### config.mk
export PLATFORM = sky130hd
export DESIGN_NAME = minute_clock_countdown_timers
export DESIGN_NICKNAME = d
export VERILOG_FILES = /design/src/rtl/core/mcct_pkg.sv /design/src/rtl/core/minute_clock_countdown_timers.sv
export SDC_FILE = /design/constraint.sdc
export NUM_CORES = 1
export LEC_CHECK = 0
export ABC_AREA = 0
export ABC_CLOCK_PERIOD_IN_PS = 11380
export BUFFER_PORTS_ARGS = -buffer_cell sky130_fd_sc_hd__buf_2
export CAP_MARGIN = 30
export CORE_ASPECT_RATIO = 0.7
export CORE_MARGIN = 2
export CORE_UTILIZATION = 60
export DETAILED_ROUTE_END_ITERATION = 16
export PLACE_DENSITY_LB_ADDON = 0.12
export SLEW_MARGIN = 5
export SYNTH_ARGS = -nofsm -noshare
export SYNTH_HDL_FRONTEND = slang
export SYNTH_SLANG_ARGS = --single-unit
### constraint.sdc
create_clock -name clk_i -period 11.38 [get_ports clk_i]
set_input_delay 2.276 -clock clk_i [delete_from_list [all_inputs] [get_ports clk_i]]
set_output_delay 2.276 -clock clk_i [all_outputs]
set_load 0.02 [all_outputs]
### src/rtl/core/mcct_pkg.sv
package mcct_pkg;

  localparam int unsigned TimerCountDefault = 8;
  localparam int unsigned MsW = 16;
  localparam int unsigned MinW = 8;
  localparam int unsigned NumW = 4;
  localparam int unsigned AnsW = 4;

  localparam logic [MsW:0] MsPerMinute = 17'd60000;

  typedef enum logic [2:0] {
    ModeTick     = 3'd0,
    ModeArmMain  = 3'd1,
    ModeArmMisc  = 3'd2,
    ModeOvertime = 3'd3,
    ModePollMain = 3'd4,
    ModePollMisc = 3'd5,
    ModeTake     = 3'd6,
    ModeIdle     = 3'd7
  } mode_e;

  typedef struct packed {
    logic [AnsW-1:0] answer;
    logic [MsW-1:0]  clock_ms;
    logic [MinW-1:0] clock_minutes;
    logic            error;
  } result_t;

  typedef struct packed {
    mode_e           mode;
    logic [NumW-1:0] timer_number;
    logic [MsW-1:0]  delay_ms;
  } item_t;

endpackage

### src/rtl/core/minute_clock_countdown_timers.sv
// Minute clock with one main and TIMER_COUNT numbered countdown timers.
// Input channel: mode_i, timer_number_i and delay_ms_i under in_valid_i and
// in_ready_o. Output channel: answer_o, clock_ms_o, clock_minutes_o and
// error_o under out_valid_o and out_ready_i. Every input beat yields exactly
// one output beat, in order.
// An accepted beat lands in an input register; once the result register is free,
// the block updates its clock and timer state and loads the result register.
// One beat is taken in every cycle while the receiver keeps out_ready_i high;
// the throughput is set by the single pass through the timer comparators
// between these two registers.
// When the receiver stalls, the result register holds its beat and the input
// register holds one more; in_ready_o falls only when both are full.
// Reset clears the clock, all goals, flags and both valid bits, so the main
// timer reads as expired and no misc timer is armed.
module minute_clock_countdown_timers
  import mcct_pkg::*;
#(
  parameter int unsigned TIMER_COUNT = TimerCountDefault
) (
  input  logic            clk_i,
  input  logic            rst_ni,
  input  logic            in_valid_i,
  output logic            in_ready_o,
  input  logic [2:0]      mode_i,
  input  logic [NumW-1:0] timer_number_i,
  input  logic [MsW-1:0]  delay_ms_i,
  output logic            out_valid_o,
  input  logic            out_ready_i,
  output logic [AnsW-1:0] answer_o,
  output logic [MsW-1:0]  clock_ms_o,
  output logic [MinW-1:0] clock_minutes_o,
  output logic            error_o
);

  item_t   item_q;
  logic    item_valid_q;
  result_t res_q, res_d;
  logic    res_valid_q;
  logic    res_free, advance;

  logic [MsW-1:0]  ms_q, ms_d;
  logic [MinW-1:0] min_q, min_d;
  logic [MsW-1:0]  main_goal_q, main_goal_d;
  logic            main_roll_q, main_roll_d;
  logic            main_run_q, main_run_d;
  logic            overtime_q, overtime_d;
  logic            notified_q, notified_d;

  logic [MsW-1:0]         misc_goal_q [TIMER_COUNT];
  logic [TIMER_COUNT-1:0] misc_roll_q, misc_roll_d;
  logic [TIMER_COUNT-1:0] misc_run_q, misc_run_d;
  logic [TIMER_COUNT-1:0] misc_armed_q, misc_armed_d;
  logic [TIMER_COUNT-1:0] misc_hit, expired, first_oh;
  logic [AnsW-1:0]        first_num;
  logic                   any_expired, arm_misc_wr;

  logic [MsW:0]   now, goal_sum;
  logic [MsW-1:0] new_goal;
  logic           new_roll;

  assign res_free   = !res_valid_q || out_ready_i;
  assign advance    = item_valid_q && res_free;
  assign in_ready_o = !item_valid_q || res_free;

  always_ff @(posedge clk_i or negedge rst_ni) begin
    if (!rst_ni) begin
      item_valid_q <= 1'b0;
      res_valid_q  <= 1'b0;
    end else begin
      if (in_ready_o) begin
        item_valid_q <= in_valid_i;
      end
      if (res_free) begin
        res_valid_q <= item_valid_q;
      end
    end
  end

  always_ff @(posedge clk_i) begin
    if (in_valid_i && in_ready_o) begin
      item_q.mode         <= mode_e'(mode_i);
      item_q.timer_number <= timer_number_i;
      item_q.delay_ms     <= delay_ms_i;
    end
    if (advance) begin
      res_q <= res_d;
    end
  end

  // The goal sum is kept at 17 bits so that it never wraps.
  always_comb begin
    goal_sum = {1'b0, ms_q} + {1'b0, item_q.delay_ms};
    now      = {1'b0, ms_q} + 17'd1;
    if (goal_sum > MsPerMinute) begin
      new_goal = MsW'(goal_sum - MsPerMinute);
      new_roll = 1'b1;
    end else begin
      new_goal = goal_sum[MsW-1:0];
      new_roll = 1'b0;
    end
  end

  always_comb begin
    for (int t = 0; t < TIMER_COUNT; t++) begin
      misc_hit[t] = ({2'b00, item_q.timer_number} == 6'(t + 1));
      expired[t]  = misc_armed_q[t] && !misc_run_q[t];
    end
    any_expired = |expired;
    first_oh    = '0;
    first_num   = '0;
    for (int t = TIMER_COUNT - 1; t >= 0; t--) begin
      if (expired[t]) begin
        first_oh      = '0;
        first_oh[t]   = 1'b1;
        first_num     = AnsW'(t + 1);
      end
    end
  end

  always_comb begin
    ms_d         = ms_q;
    min_d        = min_q;
    main_goal_d  = main_goal_q;
    main_roll_d  = main_roll_q;
    main_run_d   = main_run_q;
    overtime_d   = overtime_q;
    notified_d   = notified_q;
    misc_roll_d  = misc_roll_q;
    misc_run_d   = misc_run_q;
    misc_armed_d = misc_armed_q;
    arm_misc_wr  = 1'b0;
    res_d.answer = '0;
    res_d.error  = 1'b0;

    unique case (item_q.mode)
      ModeTick: begin
        if (main_run_q && !main_roll_q && now >= {1'b0, main_goal_q}) begin
          main_run_d = 1'b0;
        end
        for (int t = 0; t < TIMER_COUNT; t++) begin
          if (misc_run_q[t] && !misc_roll_q[t] && now >= {1'b0, misc_goal_q[t]}) begin
            misc_run_d[t] = 1'b0;
          end
        end
        if (now >= MsPerMinute) begin
          ms_d        = '0;
          min_d       = min_q + MinW'(1);
          main_roll_d = 1'b0;
          misc_roll_d = '0;
        end else begin
          ms_d = now[MsW-1:0];
        end
      end
      ModeArmMain: begin
        main_goal_d = new_goal;
        main_roll_d = new_roll;
        main_run_d  = 1'b1;
      end
      ModeArmMisc: begin
        if (item_q.timer_number == '0) begin
          res_d.error = 1'b1;
        end else begin
          arm_misc_wr = 1'b1;
          for (int t = 0; t < TIMER_COUNT; t++) begin
            if (misc_hit[t]) begin
              misc_roll_d[t]  = new_roll;
              misc_run_d[t]   = 1'b1;
              misc_armed_d[t] = 1'b1;
            end
          end
        end
      end
      ModeOvertime: begin
        overtime_d = 1'b1;
      end
      ModePollMain: begin
        if (!main_run_q) begin
          if (overtime_q) begin
            overtime_d = 1'b0;
          end else begin
            res_d.answer = AnsW'(1);
          end
        end
      end
      ModePollMisc: begin
        if (any_expired) begin
          notified_d   = 1'b1;
          res_d.answer = AnsW'(1);
        end
      end
      ModeTake: begin
        if (!notified_q) begin
          res_d.error = 1'b1;
        end else if (any_expired) begin
          misc_armed_d = misc_armed_q & ~first_oh;
          notified_d   = 1'b0;
          res_d.answer = first_num;
        end
      end
      default: begin
      end
    endcase

    res_d.clock_ms      = ms_d;
    res_d.clock_minutes = min_d;
  end

  always_ff @(posedge clk_i or negedge rst_ni) begin
    if (!rst_ni) begin
      ms_q         <= '0;
      min_q        <= '0;
      main_goal_q  <= '0;
      main_roll_q  <= 1'b0;
      main_run_q   <= 1'b0;
      overtime_q   <= 1'b0;
      notified_q   <= 1'b0;
      misc_roll_q  <= '0;
      misc_run_q   <= '0;
      misc_armed_q <= '0;
      for (int t = 0; t < TIMER_COUNT; t++) begin
        misc_goal_q[t] <= '0;
      end
    end else if (advance) begin
      ms_q         <= ms_d;
      min_q        <= min_d;
      main_goal_q  <= main_goal_d;
      main_roll_q  <= main_roll_d;
      main_run_q   <= main_run_d;
      overtime_q   <= overtime_d;
      notified_q   <= notified_d;
      misc_roll_q  <= misc_roll_d;
      misc_run_q   <= misc_run_d;
      misc_armed_q <= misc_armed_d;
      for (int t = 0; t < TIMER_COUNT; t++) begin
        if (arm_misc_wr && misc_hit[t]) begin
          misc_goal_q[t] <= new_goal;
        end
      end
    end
  end

  assign out_valid_o     = res_valid_q;
  assign answer_o        = res_q.answer;
  assign clock_ms_o      = res_q.clock_ms;
  assign clock_minutes_o = res_q.clock_minutes;
  assign error_o         = res_q.error;

`ifndef NO_ASSERTIONS
  a_ms_in_range: assert property (@(posedge clk_i) disable iff (!rst_ni)
    {1'b0, ms_q} < MsPerMinute)
    else $error("millisecond counter out of range");

  a_error_no_answer: assert property (@(posedge clk_i) disable iff (!rst_ni)
    out_valid_o && error_o |-> answer_o == '0)
    else $error("error beat carries an answer");

  a_tick_counts: assert property (@(posedge clk_i) disable iff (!rst_ni)
    advance && item_q.mode == ModeTick && now < MsPerMinute
    |=> ms_q == $past(ms_q) + MsW'(1))
    else $error("tick did not advance the clock");

  a_minute_only_on_wrap: assert property (@(posedge clk_i) disable iff (!rst_ni)
    advance && min_q != min_d |-> ms_d == '0)
    else $error("minute changed without a wrap");
`endif

endmodule

==> impl_results.md, run 1 <==
- Run status: complete, no violations
- R2R cell count: 12
- Final cell count without fillers: around 2.0k
- Mapped Nets: 1787
- Antenna-violating nets left: 0
- Netlist cell types: between 80 and 90
- Worst Setup Slack, final: ~6.4 ns
- Layout fillers: 1976
- Post-Place Cells: roughly 2.0k
- Layout overhead on the synthesized area: 10.0%
- Max Clock Skew: ~0.016 ns
- Min Tclk post-route: ~5 ns
- Pwr Density: roughly 160 nW/um^2
- Number of diodes: 0
- Slew Viols, Final: 0
- Die area: between 20000 and 30000 sq um
- Critical path launch point type: input pin
- Routability Congestion: ~0.91
- Lkg Pwr: 7.72 nW
- Ys Warns: 0
- Clk network pwr share: 31.3%
- Hold endpoint: misc_goal_q[109]$_DFFE_PN0P_
- CP cell instances: buf_2, nand3b_1, buf_2
- Sequential-to-total area share from yosys stat: between 40% and 50%
- Ports: 58
- Vias: about 12k
- CP Data Required Time: between 9 and 10 ns
- DRT Wirelength: 40.7 mm
- Final hold vios: 0
- Synth Area per Inst: ~9.5 sq um
- DP Worst Slack: roughly 6.4 ns
- Worst Setup Path Type: in -> out
- DP HPWL: 29.2 mm
- Share of cells above drive strength 1: between 10 and 15%
- Nets: ~1.8k
- Slowest stage cell on the critical path: buf_2
- WP buf/inv: 2
- Synth top area share: 32.4%
- CTS buffer count: 26
- CTS tree: yes
- Rows: 48
- Clock sinks: between 200 and 300
- Max Cap Viol: 0
- Max FO, Critical Path: 3
- Main area contributors after synthesis: dfrtp_1 (32%), ha_1 (13%), edfxtp_1 (10%), nand2_1 (5.4%), o21ai_0 (4.9%)
- Clk_lat worst skew: between 0.5 and 0.6 ns
- Hold WC Path Type: reg -> reg
- CP top delay family: buffers and inverters
- Wirelength per Cell: around 20 microns
- Maximum vdd drop: approximately 0.12 mV
- Worst R2R Start: ms_q[0]$_DFFE_PN0P_
- Register area: 6520 sq um
- Sw Pwr: roughly 0.91 mW
- Setup bufs post-CTS: 0
- First element of the critical path: out_ready_i
- Chip width: between 150 and 200 microns
- CP arrival: between 2 and 3 ns
- Post_cts resized: 0
- Setup Viol. Count Final: 0
- Most common cell after layout, fill and taps aside: nand2_1
- Reg power frac: 39.6%
- CTS H-tree lvls: 1
- Max incr delay on CP: about 0.19 ns
- Synthesized instance count: between 1.5k and 2k
- Ratio of final minimum period to clock period: ~44%
- Chip Height: approximately 140 microns
- FFs w/ async S/R, synth: 79.2%
- Clock Tree Buf Depth: 3
- #FFs+latches synth: 250
- Fin Setup TNS: 0 ns
- IO buf count: 57
- RSZ-0062 raised after global routing: false
- Clock Tree Root: clkbuf_16
- First-pass GRT wire length: around 64 mm
- Worst Hold Path Cells: 2
- Clock transition at the registers of the reported paths: around 0.06 ns
- Post-synth EDFFs: 52
- Net Sw Frac: around a third
- Top_reg_cell synth: dfrtp_1
- Worst Tran Pin Value: a little under 1 ns
- Cell mode on critical path: buf_2
- Slew HR: 34.3%
- Critical Path End Type: output pin
- Comb pwr share: 29.1%
- Via density: 6.13
- Drt first pass iters: 6
- HP Start: misc_goal_q[109]$_DFFE_PN0P_
- Most frequent cells in the layout: nand2_1 (218), dfrtp_1 (198), ha_1 (154)
- GRT Total Usage: 31.0%
- Area of the core: between 20000 and 25000 sq um
- Pin count of the biggest net entering global routing: 82
- DRT iter0 DRCs: 967
- Initial antenna violation count: 0
- Cell taking the most area after synthesis: dfrtp_1
- P_int: 1.83 mW
- Grt total ovfl: 0
- Reg2reg end: misc_goal_q[54]$_DFFE_PN0P_
- DR DRC count: 0
- Area of the multi-input gates: ~8000 sq um
- Reg2reg setup slack: roughly 6.6 ns
- Post-CTS Hold Fix Bufs: 0
- Post-Syn Area: roughly 15000 sq um
- Vias in the first global route: between 10k and 15k
- Starting Density: roughly 61%
- F_max: 0.199 GHz
==> power groups by stage <==
stage	clock [mW]	combinational, mW	sequential [mW]
2_1_floorplan	0	0.540	1.08
3_3_place_gp	0	0.764	1.10
3_5_place_dp	0	0.782	1.10
4_1_cts	0.864	0.788	1.08
5_1_grt	0.901	0.881	1.10
6_report	0.856	0.796	1.08
==> stage by stage <==
step	utilization [%]	area (sq um)	total power [mW]	hold slack (ns)
6_report	67.6	16800	2.74	0.479
3_5_place_dp	64.0	15900	1.88	0.470
5_1_grt	67.6	16800	2.88	0.500
3_3_place_gp	63.9	15900	1.86	0.462
2_1_floorplan	-	15300	1.62	0.449
4_1_cts	67.5	16800	2.73	0.484
==> sequential cells by signal, summed over array words and instances (netlist names), 16 cells and up <==
name and count:
misc_goal_q 128, main_goal_q 16, ms_q 16, clock_ms_o 16, item_q 23
==> routing by layer <==
layer	vias to the layer above	GRT usage, %	wire, microns
met4	0	8.57	1030
li1	5834	-	-
met1	5848	43.9	18400
met2	528	49.3	17900
met3	64	5.88	3390
met5	-	0	0
==> worst reg2reg max path, stage by stage (launching register included) <==
cell and delay [ns]:
dfrtp_1 0.69, ha_1 0.40, fa_1 0.43, a21o_1 0.23, nand4_1 0.10, nand3_1 0.21, ha_1 0.31, or3_4 0.41
a32oi_1 0.33, o21bai_2 0.16, a21oi_4 0.43, mux2i_2 0.75, o21ai_1 0.16
==> Yosys cell counts (all sizes together), types with 18 or more instances <==
| library cell | instances |
|---|---|
| o21ai | 171 |
| edfxtp | 52 |
| nand2 | 218 |
| nor2b | 28 |
| nor2 | 63 |
| o21a | 25 |
| nor3 | 28 |
| a21oi | 65 |
| nand2b | 31 |
| mux2 | 48 |
| inv | 153 |
| ha | 154 |
| dfrtp | 198 |
| nand3 | 31 |
| o31ai | 19 |
| xor2 | 19 |
| clkbuf | 48 |
| nand4 | 18 |
==> cell families (layout without fill, tap and decap cells) <==
| group | count (synthesis) | after routing | synth area share [%] |
|---|---|---|---|
| AOI/OAI and AO/OA | 419 | 419 | 18.3 |
| DFF | 250 | 250 | 42.6 |
| xor gates and xnor gates | 36 | 36 | 2.21 |
| adders and majority gates | 155 | 155 | 12.7 |
| buffers and inverters | 208 | 280 | 5.20 |
| and+or+nand+nor | 486 | 486 | 15.2 |
| muxes | 51 | 51 | 3.76 |
==> cell type report <==
cell class                 instances  share of cell area, %
sequential                       250                   38.7
tap                              325                   2.42
inverter                         153                   3.41
multi-input combinational       1147                   47.5
clock buffer                      31                   4.10
timing repair buffer              79                   2.89
clock inverter                    17                  0.952
==> how the worst max path moves through the flow <==
stage                 endpoint  slack (ns)  cells past startpoint
floorplan           in_ready_o        6.55                      1
global placement    in_ready_o        6.38                      3
detailed placement  in_ready_o        6.36                      3
CTS                 in_ready_o        6.36                      3
global route        in_ready_o        6.32                      3
finish              in_ready_o        6.35                      3
Note: power is estimated with default switching activity, not from simulation.
==> run 2, diff against run 1 <==
ABC_CLOCK_PERIOD_IN_PS = 4800   (was 11380)
clock period = 4.8 ns   (was 11.38 ns; I/O delays follow)
==> run 2 against run 1 <==
Against the previous run:
- clock power is 140% higher
- critical path type is now reg -> reg
- global-route usage increased by 2.0 points
- setup slack got worse by 5.7 ns
- flip-flop and latch count is the same
- cell count increased by 0.20%
==> impl_results.md, run 2 (same netlist as run 1, synthesis figures left out) <==
- Run status: complete, no violations
- Worst Tran Pin Value: 0.954 ns (-0.0250 ns)
- Most frequent cells in the layout: nand2_1 (218), dfrtp_1 (198), ha_1 (154)
- Initial antenna violation count: 0 (unchanged)
- Layout overhead on the synthesized area: 10.2%
- CTS tree: yes
- Post-Place Cells: 1957 (+0.31%)
- Post-CTS Hold Fix Bufs: 0 (unchanged)
- Antenna-violating nets left: 0 (unchanged)
- Lkg Pwr: 7.73 nW (+0.11%)
- Slew Viols, Final: 0 (unchanged)
- Max FO, Critical Path: 9 (+6)
- Largest registers: misc_goal_q x128, item_q x23
- CP arrival: 4.65 ns (+1.90 ns)
- Wirelength per Cell: 21.5 microns (+6.0%)
- Min Tclk post-route: approximately 4.2 ns
- Ratio of final minimum period to clock period: between 80% and 90%
- Post_cts resized: 0 (unchanged)
- Routability Congestion: 0.935 (+2.8%)
- Via density: 6.21 (+1.2%)
- Nets: 1843 (+0.22%)
- Clock Tree Buf Depth: 3 (unchanged)
- DP HPWL: 31.2 mm (+6.8%)
- Worst Setup Slack, final: 0.628 ns (-5.73 ns)
- DRT iter0 DRCs: 1149 (+19%)
- RSZ-0062 raised after global routing: false
- GRT Total Usage: 33.0% (+2.0 points)
- Final cell count without fillers: 2006 (+0.20%)
- Drt first pass iters: 5 (-1)
- Slew HR: 35.8% (+1.5 points)
- Chip width: 195 microns (unchanged)
- Clock transition at the registers of the reported paths: 0.07 ns (about the same)
- DRT Wirelength: 43.2 mm (+6.2%)
- Hold WC Path Type: in -> async
- CTS H-tree lvls: 1 (unchanged)
- DP Worst Slack: 0.670 ns (-5.69 ns)
- Clock Tree Root: clkbuf_16
- Cell mode on critical path: o21a_1
- Vias in the first global route: 11.8k (+1.5%)
- Pwr Density: 392 nW/um^2 (+140%)
- IO buf count: 57 (unchanged)
- Setup Viol. Count Final: 0 (unchanged)
- Ports: 58 (unchanged)
- Max Cap Viol: 0 (unchanged)
- Max Clock Skew: 0.0133 ns (-0.00272 ns)
- Worst Setup Path Type: reg -> reg
- Share of cells above drive strength 1: 12.7% (+0.21 points)
- Die area: 26800 sq um (unchanged)
- PnR Total Power: 6.60 mW (+140%)
- Max incr delay on CP: 0.47 ns (+0.28 ns)
- Clock sinks: 250 (unchanged)
- DR DRC count: 0 (unchanged)
- Rows: 48 (unchanged)
- Vias: 12.5k (+1.4%)
- Grt total ovfl: 0 (unchanged)
- R2R cell count: 15 (+3)
- Starting Density: 61.5% (unchanged)
- CTS buffer count: 26 (unchanged)
- CP cell instances: ha_1, nand4_1, nor4_1, xnor2_1, inv_1, ha_1, nand4_1, a21boi_0, o21a_1, o21a_1, o21a_1, o2111ai_1, a21boi_0, o31a_1, o21ai_0
- F_max: ~0.24 GHz
- Area of the core: 24900 sq um (unchanged)
- Register with the most flip-flops: misc_goal_q
- Fin Setup TNS: 0 ns (unchanged)
- Clk_lat worst skew: 0.56 ns (about the same)
- Slowest stage cell on the critical path: dfrtp_1
- Critical Path End Type: flop
- Setup bufs post-CTS: 0 (unchanged)
- Final hold vios: 0 (unchanged)
- CP Data Required Time: 5.27 ns (-3.83 ns)
- Worst hold margin: 0.343 ns (-0.136 ns)
- Pin count of the biggest net entering global routing: 105 (+28%)
- Most common cell after layout, fill and taps aside: nand2_1
- Chip Height: 138 microns (unchanged)
- First-pass GRT wire length: 67.4 mm (+5.5%)
- Maximum vdd drop: 0.323 mV (+160%)
- Max reg flops: 128 (unchanged)
- Critical path launch point type: flop
- Number of diodes: 0 (unchanged)
==> run 2: worst paths after layout <==
path | from | end | slack, ns
max in group asynchronous | rst_ni | misc_goal_q[84]$_DFFE_PN0P_ | 3.42
min in group clk_i | misc_goal_q[116]$_DFFE_PN0P_ | misc_goal_q[116]$_DFFE_PN0P_ | 0.48
max | ms_q[0]$_DFFE_PN0P_ | misc_run_q[6]$_DFFE_PN0P_ | 0.63
max reg2reg | ms_q[0]$_DFFE_PN0P_ | misc_run_q[6]$_DFFE_PN0P_ | 0.63
min reg2reg | misc_goal_q[116]$_DFFE_PN0P_ | misc_goal_q[116]$_DFFE_PN0P_ | 0.48
min | rst_ni | ms_q[2]$_DFFE_PN0P_ | 0.34
==> run 2: through the flow <==
| step | cell area [sq um] | utilization [%] |
|---|---|---|
| floorplan | 15300 | - |
| global placement | 16000 | 64.2 |
| detailed placement | 16000 | 64.2 |
| CTS | 16800 | 67.7 |
| global route | 16800 | 67.7 |
| finish | 16800 | 67.7 |
==> run 2: per-layer routing <==
layer	part of all wire (%)	routed length, microns	GRT usage [%]	vias to the layer above
met5	0	0	0	-
met4	3.8	1630	12.3	0
met3	8.0	3470	6.24	96
met2	43	18700	51.4	490
met1	45	19400	46.3	6020
li1	-	-	-	5845
==> run 2: final cells by class <==
cell class                 instances  area (sq um)
fill                            2005          8020
multi-input combinational       1147          7980
sequential                       250          6520
clock buffer                      33           727
inverter                         153           574
timing repair buffer              83           503
tap                              325           407
clock inverter                    15           136
==> run 2: where the power goes <==
part           total, mW  switching, mW  internal [mW]
Combinational       2.00           1.20          0.803
Clock               2.04          0.904           1.14
Sequential          2.56          0.154           2.40
==> run 2: critical path, delay by kind of cell (launching register included) <==
kind	cells	cell delay (ns)
adder cells (fa/ha/maj)	2	0.84
flip-flops	1	0.47
AO/OA/AOI/OAI	8	1.36
buffers and inverters	1	0.36
XOR/XNOR	1	0.27
AND/OR/NAND/NOR	3	0.78
==> run 3, diff against run 2 <==
ABC_AREA = 1   (was 0)
==> run 3 against run 2 <==
Against the previous run:
- combinational power grew to 3.5 times the previous value
- wire length increased by 8.5%
- synthesized cell count is 29% higher
- clock power rose by 6%
- register-to-register slack better by 0.03 ns
- hold slack got worse by 0.13 ns
- die area rose by 3.0%
- first-iteration DRC count increased by 38%
- flip-flop and latch count is the same
- setup slack gained 0.029 ns
- global-route usage grew 1.8 points
- total power up 89%
- highest routed layer is now met5
==> impl_results.md, run 3 <==
- Wirelength per Cell: 18.7 microns (-13%)
- Worst Setup Path Type: reg -> reg
- FFs w/ async S/R, synth: 79.2% (unchanged)
- Starting Density: 61.2% (-0.27 points)
- Grt total ovfl: 0 (unchanged)
- Sequential-to-total area share from yosys stat: 41.3% (-1.3 points)
- Ratio of final minimum period to clock period: 86.3% (-0.61 points)
- Hold WC Path Type: in -> async
- Layout fillers: 2194 (+9.4%)
- Maximum vdd drop: 0.682 mV (+110%)
- Clk_lat worst skew: 0.57 ns (about the same)
- Lkg Pwr: 9.22 nW (+19%)
- Antenna-violating nets left: 0 (unchanged)
- Cell taking the most area after synthesis: dfrtp_1
- CP Data Required Time: 5.24 ns (-0.03 ns)
- Pin count of the biggest net entering global routing: 117 (+11%)
- IO buf count: 57 (unchanged)
- CP arrival: 4.59 ns (-0.06 ns)
- Drt first pass iters: 6 (+1)
- Chip Height: 140 microns (+1.5%)
- Nets: 2334 (+27%)
- Setup bufs post-CTS: 0 (unchanged)
- RSZ-0062 raised after global routing: false
- PnR Total Power: 12.5 mW (+89%)
- Min Tclk post-route: 4.14 ns (-0.0293 ns)
- CP cell instances: ha_1, fa_1, nor3_1, nand2_1, nor2_1, nand3_1, nor2_1, nand2_1, nand3_2, nand2_2, nand2_1, nand2_1, nand2_1, nand2_1
- Area of the core: 25700 sq um (+3.6%)
- Mapped Nets: 2257 (+26%)
- Slew Viols, Final: 0 (unchanged)
- DR DRC count: 0 (unchanged)
- Ys Warns: 0 (unchanged)
- Max Cap Viol: 0 (unchanged)
- Most frequent cells in the layout: nand2_1 (696), inv_1 (304), dfrtp_1 (198)
- Synthesized instance count: 2075 (+29%)
- Fin Setup TNS: 0 ns (unchanged)
- Final hold vios: 0 (unchanged)
- Synth top cells by count: nand2_1 (696), inv_1 (304), dfrtp_1 (198), ha_1 (154), nor2_1 (140)
- Critical Path End Type: flop
- Via density: 5.68 (-8.5%)
- Number of diodes: 0 (unchanged)
- DRT iter0 DRCs: 1585 (+38%)
- Setup Viol. Count Final: 0 (unchanged)
- Routability Congestion: 0.968 (+3.5%)
- DP HPWL: 34.3 mm (+9.9%)
- Netlist cell types: 51 (-42%)
- Rows: 49 (+2.1%)
- Run status: complete, no violations
- Slew HR: 37.2% (+1.4 points)
- Vias in the first global route: 13.3k (+12%)
- Pwr Density: 717 nW/um^2 (+83%)
- Largest registers: misc_goal_q x128, item_q x23
- Chip width: 198 microns (+1.5%)
- Max incr delay on CP: 0.96 ns (+0.49 ns)
- Top-count cell post-synth: nand2_1
- Register with the most flip-flops: misc_goal_q
- Max Clock Skew: 0.0194 ns (+0.00604 ns)
- Clock Tree Root: clkbuf_16
- Layout overhead on the synthesized area: 10.7%
- Synth top area share: 31.4% (-0.98 points)
- Cell mode on critical path: nand2_1
- Top_reg_cell synth: dfrtp_1
- Clock transition at the registers of the reported paths: 0.07 ns (about the same)
- GRT Total Usage: 34.7% (+1.8 points)
- Ports: 58 (unchanged)
- Clock Tree Buf Depth: 3 (unchanged)
- Post-Place Cells: 2454 (+25%)
- Post-Syn Area: 15800 sq um (+3.1%)
- CTS H-tree lvls: 1 (unchanged)
- Die area: 27600 sq um (+3.0%)
- Final cell count without fillers: 2503 (+25%)
- CTS buffer count: 26 (unchanged)
- Worst Tran Pin Value: 0.942 ns (-0.0125 ns)
- Slowest stage cell on the critical path: dfrtp_1
- First-pass GRT wire length: 73.5 mm (+9.1%)
- Initial antenna violation count: 2 (+2)
- Vias: 14.2k (+14%)
- Most common cell after layout, fill and taps aside: nand2_1
- Post_cts resized: 0 (unchanged)
- Post-synth EDFFs: 52 (unchanged)
- Clock sinks: 250 (unchanged)
- Critical path launch point type: flop
- Max reg flops: 128 (unchanged)
- Synth Area per Inst: 7.60 sq um (-20%)
- CTS tree: yes
- Share of cells above drive strength 1: 8.66% (-4.1 points)
- Post-CTS Hold Fix Bufs: 0 (unchanged)
- Max FO, Critical Path: 15 (+6)
- Main area contributors after synthesis: dfrtp_1 (31%), nand2_1 (17%), ha_1 (12%), edfxtp_1 (9.9%), inv_1 (7.2%)
- #FFs+latches synth: 250 (unchanged)
- DRT Wirelength: 46.9 mm (+8.5%)
- F_max: 0.241 GHz (+0.71%)
run 3: changes by cell type after synthesis, sizes merged, moves of 24 or more:
cell	before	now
nand2	218	718
inv	153	309
nor2	63	147
nand3	31	101
mux2	48	0
o21ai	171	138
nand2b	31	0
clkbuf	48	18
nor2b	28	0
o21a	25	1
run 3: path summary, 6_finish.rpt:
check                      depth (start not counted)  slack [ns]                     endpoint                        start
setup / recovery                                  14        0.66  misc_goal_q[95]$_DFFE_PN0P_          ms_q[0]$_DFFE_PN0P_
hold / removal                                     1        0.21   misc_roll_q[3]$_DFFE_PN0P_                       rst_ni
setup reg to reg                                  14        0.66  misc_goal_q[95]$_DFFE_PN0P_          ms_q[0]$_DFFE_PN0P_
hold reg to reg                                    2        0.48  misc_goal_q[88]$_DFFE_PN0P_  misc_goal_q[88]$_DFFE_PN0P_
max in group asynchronous                          3        3.42  misc_goal_q[84]$_DFFE_PN0P_                       rst_ni
min in group clk_i                                 2        0.48  misc_goal_q[88]$_DFFE_PN0P_  misc_goal_q[88]$_DFFE_PN0P_
run 3: kinds of logic after synthesis:
| kind of cell | after synthesis | share of synthesized area [%] |
|---|---|---|
| AND/OR/NAND/NOR | 1059 | 28.3 |
| buffers and inverters | 349 | 8.53 |
| flip-flops | 250 | 41.3 |
| AO/OA/AOI/OAI | 245 | 8.48 |
| adder cells (fa/ha/maj) | 155 | 12.4 |
| XOR/XNOR | 17 | 0.992 |
run 3: per-layer routing:
metal / vias to the layer above / track usage, % / wire length [microns]
li1: 6801 / - / -
met5: - / 0 / 13
met1: 6637 / 52.1 / 21000
met2: 665 / 50.8 / 19300
met4: 2 / 8.98 / 1300
met3: 109 / 7.83 / 5260
run 3: power breakdown:
group | switching (mW) | total, mW | internal, mW | leakage [nW]
clock network | 0.890 | 2.16 | 1.27 | 0.434
registers | 0.476 | 3.33 | 2.85 | 3.03
logic | 4.90 | 7.02 | 2.12 | 5.76
total | 6.27 | 12.5 | 6.24 | 9.22
run 3: final cells by class:
type	count	area [sq um]	area share, %
Inverter	312	1170	6.71
Clock inverter	11	141	0.810
Sequential cell	250	6520	37.3
Tap cell	331	414	2.37
Clock buffer	37	763	4.37
Multi-Input combinational cell	1476	7910	45.3
Timing Repair Buffer	86	532	3.05
run 3: critical path, delay by kind of cell, from the launching register on:
| family | cells | cell delay (ns) |
|---|---|---|
| fa+ha+maj | 2 | 0.97 |
| flops | 1 | 0.96 |
| simple gates | 12 | 2.08 |
run 3: through the flow:
step	util, %	hold slack [ns]	area, sq um	setup WS, ns
2_1_floorplan	-	0.433	15800	1.83
3_3_place_gp	64.1	0.462	16500	0.908
3_5_place_dp	64.1	0.465	16500	0.767
4_1_cts	67.7	0.482	17400	0.742
5_1_grt	67.8	0.209	17400	0.404
6_report	67.8	0.212	17400	0.657
